**src/i2c_master_phase_sequencer_unit_defines.svh**
```systemverilog
// ----------------------------------------------------------------------------
// i2c_master_phase_sequencer_unit_defines
// assertion helpers for the i2c phase sequencer
// ----------------------------------------------------------------------------
`ifndef I2C_MASTER_PHASE_SEQUENCER_UNIT_DEFINES_SVH
`define I2C_MASTER_PHASE_SEQUENCER_UNIT_DEFINES_SVH

// same-cycle implication, checked out of reset
`define I2CMPS_ASSERT_IMP(label, clk, rst_n, a, b) \
    label: assert property (@(posedge clk) disable iff (!(rst_n)) (a) |-> (b)) \
        else $error("i2c phase sequencer check failed");

// next-cycle implication, checked out of reset
`define I2CMPS_ASSERT_NXT(label, clk, rst_n, a, b) \
    label: assert property (@(posedge clk) disable iff (!(rst_n)) (a) |=> (b)) \
        else $error("i2c phase sequencer check failed");

`endif

```
**src/i2cmps_pkg.sv**
```systemverilog
// ----------------------------------------------------------------------------
// i2cmps_pkg
// types, codes and microcode table of the i2c master phase sequencer
// ----------------------------------------------------------------------------
`default_nettype none

package i2cmps_pkg;

    localparam int PC_W = 5;
    localparam logic [15:0] TICKS_RESET = 16'd10;

    typedef enum logic [2:0] {
        CMD_START = 3'd0,
        CMD_STOP  = 3'd1,
        CMD_WRITE = 3'd2,
        CMD_READ  = 3'd3,
        CMD_WAIT  = 3'd4,
        CMD_ACK   = 3'd5,
        CMD_NACK  = 3'd6,
        CMD_PROBE = 3'd7
    } t_cmd;

    // scl source
    typedef enum logic [1:0] {
        SCL_LO   = 2'd0,
        SCL_HI   = 2'd1,
        SCL_KEEP = 2'd2
    } t_scl_sel;

    // sda source; DBIT_REL releases after the eighth bit
    typedef enum logic [2:0] {
        SDA_LO       = 3'd0,
        SDA_HI       = 3'd1,
        SDA_KEEP     = 3'd2,
        SDA_DBIT     = 3'd3,
        SDA_DBIT_REL = 3'd4
    } t_sda_sel;

    typedef enum logic [1:0] {
        SMP_NONE = 2'd0,
        SMP_DATA = 2'd1,
        SMP_ACK  = 2'd2
    } t_smp;

    typedef struct packed {
        t_scl_sel          scl_sel;
        t_sda_sel          sda_sel;
        t_smp              smp;
        logic              jmp;     // loop back while bit count not done
        logic [PC_W-1:0]   target;
        logic              fin;     // end of command run
    } t_ctrl;

    localparam logic [PC_W-1:0] PC_START = 5'd0;
    localparam logic [PC_W-1:0] PC_STOP  = 5'd3;
    localparam logic [PC_W-1:0] PC_WRITE = 5'd5;
    localparam logic [PC_W-1:0] PC_READ  = 5'd8;
    localparam logic [PC_W-1:0] PC_WAIT  = 5'd10;
    localparam logic [PC_W-1:0] PC_ACK   = 5'd13;
    localparam logic [PC_W-1:0] PC_NACK  = 5'd17;
    localparam logic [PC_W-1:0] PC_PROBE = 5'd20;
    localparam logic [PC_W-1:0] PC_PWBIT = 5'd23;

    function automatic logic [PC_W-1:0] entry_pc(input t_cmd cmd);
        logic [PC_W-1:0] pc;
        case (cmd)
            CMD_START: pc = PC_START;
            CMD_STOP:  pc = PC_STOP;
            CMD_WRITE: pc = PC_WRITE;
            CMD_READ:  pc = PC_READ;
            CMD_WAIT:  pc = PC_WAIT;
            CMD_ACK:   pc = PC_ACK;
            CMD_NACK:  pc = PC_NACK;
            default:   pc = PC_PROBE;
        endcase
        return pc;
    endfunction

    function automatic t_ctrl mk(input t_scl_sel c, input t_sda_sel d, input t_smp s,
                                 input logic j, input logic [PC_W-1:0] t, input logic f);
        t_ctrl w;
        w.scl_sel = c;
        w.sda_sel = d;
        w.smp     = s;
        w.jmp     = j;
        w.target  = t;
        w.fin     = f;
        return w;
    endfunction

    // microcode table, one control word per bus phase
    function automatic t_ctrl rom_word(input logic [PC_W-1:0] pc);
        t_ctrl w;
        case (pc)
            // start
            5'd0:  w = mk(SCL_HI,   SDA_HI,       SMP_NONE, 1'b0, PC_START, 1'b0);
            5'd1:  w = mk(SCL_HI,   SDA_LO,       SMP_NONE, 1'b0, PC_START, 1'b0);
            5'd2:  w = mk(SCL_LO,   SDA_LO,       SMP_NONE, 1'b0, PC_START, 1'b1);
            // stop
            5'd3:  w = mk(SCL_HI,   SDA_LO,       SMP_NONE, 1'b0, PC_START, 1'b0);
            5'd4:  w = mk(SCL_HI,   SDA_HI,       SMP_NONE, 1'b0, PC_START, 1'b1);
            // write byte
            5'd5:  w = mk(SCL_KEEP, SDA_DBIT,     SMP_NONE, 1'b0, PC_START, 1'b0);
            5'd6:  w = mk(SCL_HI,   SDA_DBIT,     SMP_NONE, 1'b0, PC_START, 1'b0);
            5'd7:  w = mk(SCL_LO,   SDA_DBIT_REL, SMP_NONE, 1'b1, PC_WRITE, 1'b1);
            // read byte
            5'd8:  w = mk(SCL_HI,   SDA_KEEP,     SMP_DATA, 1'b0, PC_START, 1'b0);
            5'd9:  w = mk(SCL_LO,   SDA_KEEP,     SMP_NONE, 1'b1, PC_READ,  1'b1);
            // wait ack
            5'd10: w = mk(SCL_KEEP, SDA_HI,       SMP_NONE, 1'b0, PC_START, 1'b0);
            5'd11: w = mk(SCL_HI,   SDA_HI,       SMP_ACK,  1'b0, PC_START, 1'b0);
            5'd12: w = mk(SCL_LO,   SDA_HI,       SMP_NONE, 1'b0, PC_START, 1'b1);
            // ack
            5'd13: w = mk(SCL_KEEP, SDA_LO,       SMP_NONE, 1'b0, PC_START, 1'b0);
            5'd14: w = mk(SCL_HI,   SDA_LO,       SMP_NONE, 1'b0, PC_START, 1'b0);
            5'd15: w = mk(SCL_LO,   SDA_LO,       SMP_NONE, 1'b0, PC_START, 1'b0);
            5'd16: w = mk(SCL_LO,   SDA_HI,       SMP_NONE, 1'b0, PC_START, 1'b1);
            // nack
            5'd17: w = mk(SCL_KEEP, SDA_HI,       SMP_NONE, 1'b0, PC_START, 1'b0);
            5'd18: w = mk(SCL_HI,   SDA_HI,       SMP_NONE, 1'b0, PC_START, 1'b0);
            5'd19: w = mk(SCL_LO,   SDA_HI,       SMP_NONE, 1'b0, PC_START, 1'b1);
            // probe: start, address write, wait ack, stop
            5'd20: w = mk(SCL_HI,   SDA_HI,       SMP_NONE, 1'b0, PC_START, 1'b0);
            5'd21: w = mk(SCL_HI,   SDA_LO,       SMP_NONE, 1'b0, PC_START, 1'b0);
            5'd22: w = mk(SCL_LO,   SDA_LO,       SMP_NONE, 1'b0, PC_START, 1'b0);
            5'd23: w = mk(SCL_KEEP, SDA_DBIT,     SMP_NONE, 1'b0, PC_START, 1'b0);
            5'd24: w = mk(SCL_HI,   SDA_DBIT,     SMP_NONE, 1'b0, PC_START, 1'b0);
            5'd25: w = mk(SCL_LO,   SDA_DBIT_REL, SMP_NONE, 1'b1, PC_PWBIT, 1'b0);
            5'd26: w = mk(SCL_KEEP, SDA_HI,       SMP_NONE, 1'b0, PC_START, 1'b0);
            5'd27: w = mk(SCL_HI,   SDA_HI,       SMP_ACK,  1'b0, PC_START, 1'b0);
            5'd28: w = mk(SCL_LO,   SDA_HI,       SMP_NONE, 1'b0, PC_START, 1'b0);
            5'd29: w = mk(SCL_HI,   SDA_LO,       SMP_NONE, 1'b0, PC_START, 1'b0);
            5'd30: w = mk(SCL_HI,   SDA_HI,       SMP_NONE, 1'b0, PC_START, 1'b1);
            default: w = mk(SCL_HI, SDA_HI,       SMP_NONE, 1'b0, PC_START, 1'b1);
        endcase
        return w;
    endfunction

endpackage

`default_nettype wire

```
**src/i2c_master_phase_sequencer_unit.sv**
```systemverilog
// ----------------------------------------------------------------------------
// i2c_master_phase_sequencer_unit
// bit-banged i2c master that expands bus commands into half-bit phases
// ----------------------------------------------------------------------------
// One request on the slave stream carries a bus command (start, stop, write
// byte, read byte, wait ack, ack, nack, probe). A microcoded sequencer walks a
// 31-word control table and emits one master-stream request per half-bit
// phase: scl level, sda drive level (1 released), sample flag, and on the
// phase marked tlast the read byte and the ack bit (1 = no acknowledge).
// The length of each phase is set by phase_ticks (0 acts as 1): the phase
// is emitted from S_EMIT and the rest of it is held on the hold timer in
// S_HOLD. With the master side ready a command runs 3 phases for start, 2
// for stop, 24 for write, 16 for read, 3 for wait ack and nack, 4 for ack
// and 32 for probe, after it is taken in the idle state. A stalled master
// side stretches a phase until the output register frees. A new command is
// taken once the previous run has finished its last hold; the last phase
// may still wait on the master side at that point.
// Write phase_ticks only while the block is idle.
// ----------------------------------------------------------------------------
`default_nettype none

module i2c_master_phase_sequencer_unit (
    input  wire                         i_clk,
    input  wire                         i_rst_n,
    // configuration: phase_ticks
    input  wire                         i_cfg_wr_en,
    input  wire  [15:0]                 i_cfg_wr_data,
    // command requests
    input  wire                         i_s_axis_tvalid,
    output logic                        o_s_axis_tready,
    input  wire  [15:0]                 i_s_axis_tdata,  // [7:0] wr_data, [15:8] line_sample
    input  wire  [2:0]                  i_s_axis_tuser,  // [2:0] cmd
    // phase requests
    output logic                        o_m_axis_tvalid,
    input  wire                         i_m_axis_tready,
    output logic [15:0]                 o_m_axis_tdata,  // [0] scl_level, [1] sda_level,
                                                         // [2] sample_point, [10:3] rd_data,
                                                         // [11] ack_bit, [15:12] zero
    output logic                        o_m_axis_tlast   // last phase of the command
);

    import i2cmps_pkg::*;

    typedef enum logic [1:0] {
        S_IDLE = 2'd0,
        S_EMIT = 2'd1,
        S_HOLD = 2'd2
    } t_state;

    t_state            r_state;
    logic [15:0]       r_phase_ticks;
    logic [15:0]       r_timer;
    logic [PC_W-1:0]   r_pc;
    logic [2:0]        r_bitcnt;
    logic [7:0]        r_shift;     // outgoing byte, msb is the current bit
    logic [7:0]        r_ls;        // presented sda levels, msb next
    logic              r_ls0;       // level for the acknowledge
    logic [7:0]        r_rd;
    logic              r_ack;
    logic              r_scl;       // bus levels
    logic              r_sda;
    logic              r_fin;

    t_ctrl             w_ctrl;
    logic              w_loop;      // loop jump taken
    logic              w_last;
    logic              n_scl;
    logic              n_sda;
    logic [PC_W-1:0]   n_pc;
    logic [15:0]       w_ticks;
    logic              w_accept;
    logic              w_emit;

    assign w_ctrl   = rom_word(r_pc);
    assign w_loop   = w_ctrl.jmp && (r_bitcnt != 3'd7);
    assign w_last   = w_ctrl.fin && !w_loop;
    assign n_pc     = w_loop ? w_ctrl.target : r_pc + 1'b1;
    assign w_ticks  = (r_phase_ticks == 16'd0) ? 16'd1 : r_phase_ticks;

    assign o_s_axis_tready = (r_state == S_IDLE);
    assign w_accept = i_s_axis_tvalid && o_s_axis_tready;
    // a phase goes out once the output register is free
    assign w_emit   = (r_state == S_EMIT) && (!o_m_axis_tvalid || i_m_axis_tready);

    // levels for the phase under the control word
    always_comb begin
        case (w_ctrl.scl_sel)
            SCL_LO:  n_scl = 1'b0;
            SCL_HI:  n_scl = 1'b1;
            default: n_scl = r_scl;
        endcase
        case (w_ctrl.sda_sel)
            SDA_LO:       n_sda = 1'b0;
            SDA_HI:       n_sda = 1'b1;
            SDA_DBIT:     n_sda = r_shift[7];
            SDA_DBIT_REL: n_sda = (r_bitcnt == 3'd7) ? 1'b1 : r_shift[7];
            default:      n_sda = r_sda;
        endcase
    end

    always_ff @(posedge i_clk) begin
        if (!i_rst_n) begin
            r_state         <= S_IDLE;
            r_phase_ticks   <= TICKS_RESET;
            r_timer         <= 16'd1;
            r_pc            <= PC_START;
            r_bitcnt        <= 3'd0;
            r_scl           <= 1'b1;
            r_sda           <= 1'b1;
            r_fin           <= 1'b0;
            o_m_axis_tvalid <= 1'b0;
        end else begin
            if (i_cfg_wr_en) begin
                r_phase_ticks <= i_cfg_wr_data;
            end
            if (o_m_axis_tvalid && i_m_axis_tready && !w_emit) begin
                o_m_axis_tvalid <= 1'b0;
            end
            case (r_state)
                S_IDLE: begin
                    if (w_accept) begin
                        r_pc     <= entry_pc(t_cmd'(i_s_axis_tuser));
                        r_bitcnt <= 3'd0;
                        // probe sends the address with the write bit
                        r_shift  <= (t_cmd'(i_s_axis_tuser) == CMD_PROBE) ?
                                    (i_s_axis_tdata[7:0] & 8'hFE) : i_s_axis_tdata[7:0];
                        r_ls     <= i_s_axis_tdata[15:8];
                        r_ls0    <= i_s_axis_tdata[8];
                        r_rd     <= 8'd0;
                        r_ack    <= 1'b0;
                        r_state  <= S_EMIT;
                    end
                end
                S_EMIT: begin
                    if (w_emit) begin
                        o_m_axis_tvalid <= 1'b1;
                        o_m_axis_tdata  <= {4'd0, w_last ? r_ack : 1'b0,
                                            w_last ? r_rd : 8'd0,
                                            (w_ctrl.smp != SMP_NONE), n_sda, n_scl};
                        o_m_axis_tlast  <= w_last;
                        r_scl           <= n_scl;
                        r_sda           <= n_sda;
                        r_pc            <= n_pc;
                        r_fin           <= w_last;
                        r_timer         <= w_ticks - 16'd1;
                        // bit loop: advance count and shift out next bit
                        if (w_ctrl.jmp) begin
                            r_bitcnt <= r_bitcnt + 3'd1;
                            r_shift  <= {r_shift[6:0], 1'b0};
                        end
                        if (w_ctrl.smp == SMP_DATA) begin
                            r_rd <= {r_rd[6:0], r_ls[7]};
                            r_ls <= {r_ls[6:0], 1'b0};
                        end
                        if (w_ctrl.smp == SMP_ACK) begin
                            r_ack <= r_ls0;
                        end
                        // a phase with phase_ticks of 1 (or 0) needs no hold
                        if (w_ticks == 16'd1) begin
                            r_state <= w_last ? S_IDLE : S_EMIT;
                        end else begin
                            r_state <= S_HOLD;
                        end
                    end
                end
                S_HOLD: begin
                    // hold the rest of the phase on the bus
                    if (r_timer <= 16'd1) begin
                        r_state <= r_fin ? S_IDLE : S_EMIT;
                    end else begin
                        r_timer <= r_timer - 16'd1;
                    end
                end
                default: begin
                    r_state <= S_IDLE;
                end
            endcase
        end
    end

`include "i2c_master_phase_sequencer_unit_defines.svh"

    // hold timer never runs from zero
    `I2CMPS_ASSERT_IMP(a_timer_nonzero, i_clk, i_rst_n, r_state == S_HOLD, r_timer != 16'd0)
    // every bit loop wraps its counter back to zero before the block goes idle
    `I2CMPS_ASSERT_IMP(a_bitcnt_idle, i_clk, i_rst_n, r_state == S_IDLE, r_bitcnt == 3'd0)
    // an accepted command starts emitting phases
    `I2CMPS_ASSERT_NXT(a_accept_emit, i_clk, i_rst_n, w_accept, r_state == S_EMIT)

endmodule

`default_nettype wire
```
**config.mk**
```make
export PLATFORM = sky130hd
export DESIGN_NAME = i2c_master_phase_sequencer_unit
export DESIGN_NICKNAME = d
export VERILOG_FILES = /design/src/i2cmps_pkg.sv /design/src/i2c_master_phase_sequencer_unit.sv
export VERILOG_INCLUDE_DIRS = /design/src /design/src/src
export SDC_FILE = /design/constraint.sdc
export NUM_CORES = 1
export LEC_CHECK = 0
export ABC_AREA = 1
export BUFFER_PORTS_ARGS = -buffer_cell sky130_fd_sc_hd__buf_2
export CAP_MARGIN = 20
export CORE_UTILIZATION = 59
export DETAILED_ROUTE_END_ITERATION = 8
export PLACE_DENSITY = 0.8
export RECOVER_POWER = 50
export SLEW_MARGIN = 20
export SYNTH_ARGS = -nofsm -noshare
export SYNTH_HDL_FRONTEND = slang
export SYNTH_SLANG_ARGS = --single-unit
```
**constraint.sdc**
```tcl
create_clock -name i_clk -period 2.8 [get_ports i_clk]
set_clock_uncertainty 0.05 [all_clocks]
set_input_delay 0.14 -clock i_clk [delete_from_list [all_inputs] [get_ports i_clk]]
set_output_delay 0.14 -clock i_clk [all_outputs]
set_load 0.005 [all_outputs]
```
==> metrics.cfg <==
[outcome]
status = finished, final reports clean

[synthesis]
syn_inst = 697
netlist_top_cells_count = nand2_1, inv_1, nor2_1
ys_top_cells_by_area = edfxtp_1, dfxtp_1, nand2_1, nand3_1, inv_1
ys_warn_count = 0
syn_area_sq_mm = 0.005157
ys.flop_type = dfxtp_1
synth-edff-count = 39
synth-seq-cells = 96
ys_types = 36
synthMostInstantiatedCell = nand2_1
synth.avg_cell_area_sq_um = 7.399
synth-async-reset-ratio = 0
yosys.area.top_type_share = 0.2271
yosysTopAreaCell = edfxtp_1
synth_seq_area_share = 0.4483

[timing]
rsz0062_at_grt = no
post-route-period-util = 0.8801
finalCriticalPeriod_ns = 2.464
max-slew-margin-rel = 0.3556
final-hold-violation-count = 0
worst_pin_slew_ns = 0.9666
setup_tns_ns = 0
setup_viol = 0
drv_slew = 0
max_freq_mhz = 405.8

[place]
portBuffers = 54
gp_congestion = 0.9592
dp_hpwl_mm = 8.744

[global_route]
grt_pass1_vias = 4268
antenna_found_initial = 0
grt_pass1_wl_mm = 19.72
grt_usage = 0.2804
gr-total-overflow = 0
grt_start_max_net_pins = 38

[die]
rows = 33
start_util = 0.6184
die_y_um = 95.50
pin_count = 59
chipWidth_um = 95.50
die-area_sq_mm = 0.009119
core_sq_mm = 0.008341

[power]
finalPower_mw = 5.240
powerDensity_mw_per_mm2 = 896.4
power.static_leakage_nw = 2.746
ir_drop_v = 0.0005077

[cts]
cts_tree = yes
cts.path.max_buffers = 2
cts_setup_buffers = 0
clk_pin_slew_ns = 0.11
cts_root_buffer = clkbuf_8
cts_sinks = 96
cts_buffers = 9
cts_max_level = 3
clk_latency_ns = 0.37

[detailed_routing]
vias = 4692
drc = 0
wl_per_cell_um = 13.72
drt_iter0_markers = 301
ant_nets = 0
vias_per_cell = 5.356
drtPass1Iterations = 6
routed_wl_mm = 12.02

[min_path]
hp-start = i_s_axis_tdata[13]
hold_path.class = primary input to flip-flop

[critical_path]
start_kind = flip-flop
crit_fanout = 8
reg2reg_depth = 14
path_class = flip-flop to flip-flop
rrSetupSlack_ns = 0.34
cp.required_ns = 3.06
r2r_start = r_bitcnt[0]
critPathCaptureType = flip-flop
endpoint = w_ctrl[11]
timing.rr.end = w_ctrl[11]
cp-startpoint = r_bitcnt[0]
crit_arrival_ns = 2.72

[layout]
drive_above_1_share = 0.1141
nets = 819
area_growth_pct = 13.34
antenna_cells = 0

[flow_run]
maxCapViolations = 0

registers in the layout (all words and copies together), names as in the netlist, 2 cells and up:
| signal | count |
|---|---|
| o_m_axis_tdata | 12 |
| r_bitcnt | 3 |
| r_ls | 8 |
| r_pc | 5 |
| r_phase_ticks | 16 |
| r_rd | 8 |
| r_shift | 8 |
| r_state | 2 |
| r_timer | 16 |
| w_ctrl | 11 |
routing by layer:
| layer | track usage | share of wire |
|---|---|---|
| met1 | 0.3946 | 0.47 |
| met2 | 0.4411 | 0.46 |
| met3 | 0.05423 | 0.057 |
| met4 | 0.07338 | 0.0092 |
| met5 | 0 | 0 |
metrics by stage:
stage                 util  worst slack (ns)  hold WS (ns)  std cells  area [sq um]
finish              0.7009            0.3358      0.002819        876          5846
global route        0.7009           0.09941    -0.0001233        876          5846
detailed placement  0.6616            0.4010        0.2909        844          5518
global placement    0.6616            0.4582        0.2955        844          5518
CTS                 0.7031            0.3527     0.0003504        875          5864
floorplan                -            0.4907        0.1889        700          5169
logic make-up after synthesis:
kind of cell | share of synthesized area
AO/OA/AOI/OAI | 0.1053
XOR/XNOR | 0.01019
adder cells (fa/ha/maj) | 0.03154
buffers and inverters | 0.08734
flip-flops | 0.4483
multiplexers | 0.002183
other | 0.0007271
AND/OR/NAND/NOR | 0.3144
where the power goes:
group	total, mW	internal (mW)	switching, mW
logic	2.27	0.731	1.53
registers	2.08	1.87	0.213
clock network	0.893	0.351	0.542
total	5.24	2.95	2.29
worst min-delay path by stage:
stage	endpoint	cells after the start
after floorplan	r_ls0	0
after global placement	r_ls0	1
after detailed placement	r_ls0	1
after CTS	r_ls[7]	3
after global routing	r_scl	2
final	r_ls[5]	3
worst max-delay path, cell delays in order, from the launching register on:
cell and delay [ns]:
dfxtp_1 0.34, ha_1 0.20, ha_1 0.17, inv_1 0.12, nand2_1 0.14, nand2_1 0.12
nand3_1 0.07, nand3_1 0.10, nand3_1 0.26, inv_1 0.23, ha_1 0.22, nand3_1 0.14
inv_1 0.09, nand2_1 0.06, o21ai_1 0.07
layout make-up:
type	instances	area, sq um
inverter	90	345.3
fill	672	2495
clock buffer	9	123.9
multi-input combinational	492	2399
tap	105	131.4
timing repair buffer	77	461.7
clock inverter	7	72.57
sequential	96	2312
cells in the final DEF (no fill, tap or decap), types with 4 or more instances in the layout:
cell and instances:
clkbuf_8 9, o211ai_1 4, inv_1 84, nand4_1 11, xor2_1 5, ha_1 13
clkbuf_1 15, conb_1 4, edfxtp_1 39, buf_2 40, nand2_1 185, nand3_1 68
dlygate4sd3_1 16, nand2_4 6, buf_4 6, o31ai_1 4, dfxtp_1 57, nor2_1 80
a21oi_1 42, o21ai_0 48
repair_timing:
item                                    in CTS  in global routing
hold buffers                                15                  1
endpoints found under the setup margin       0                  0
resized for setup                            0                  0
hold endpoints to repair                    15                  1
No activity file was read; power rests on OpenSTA's default activity.
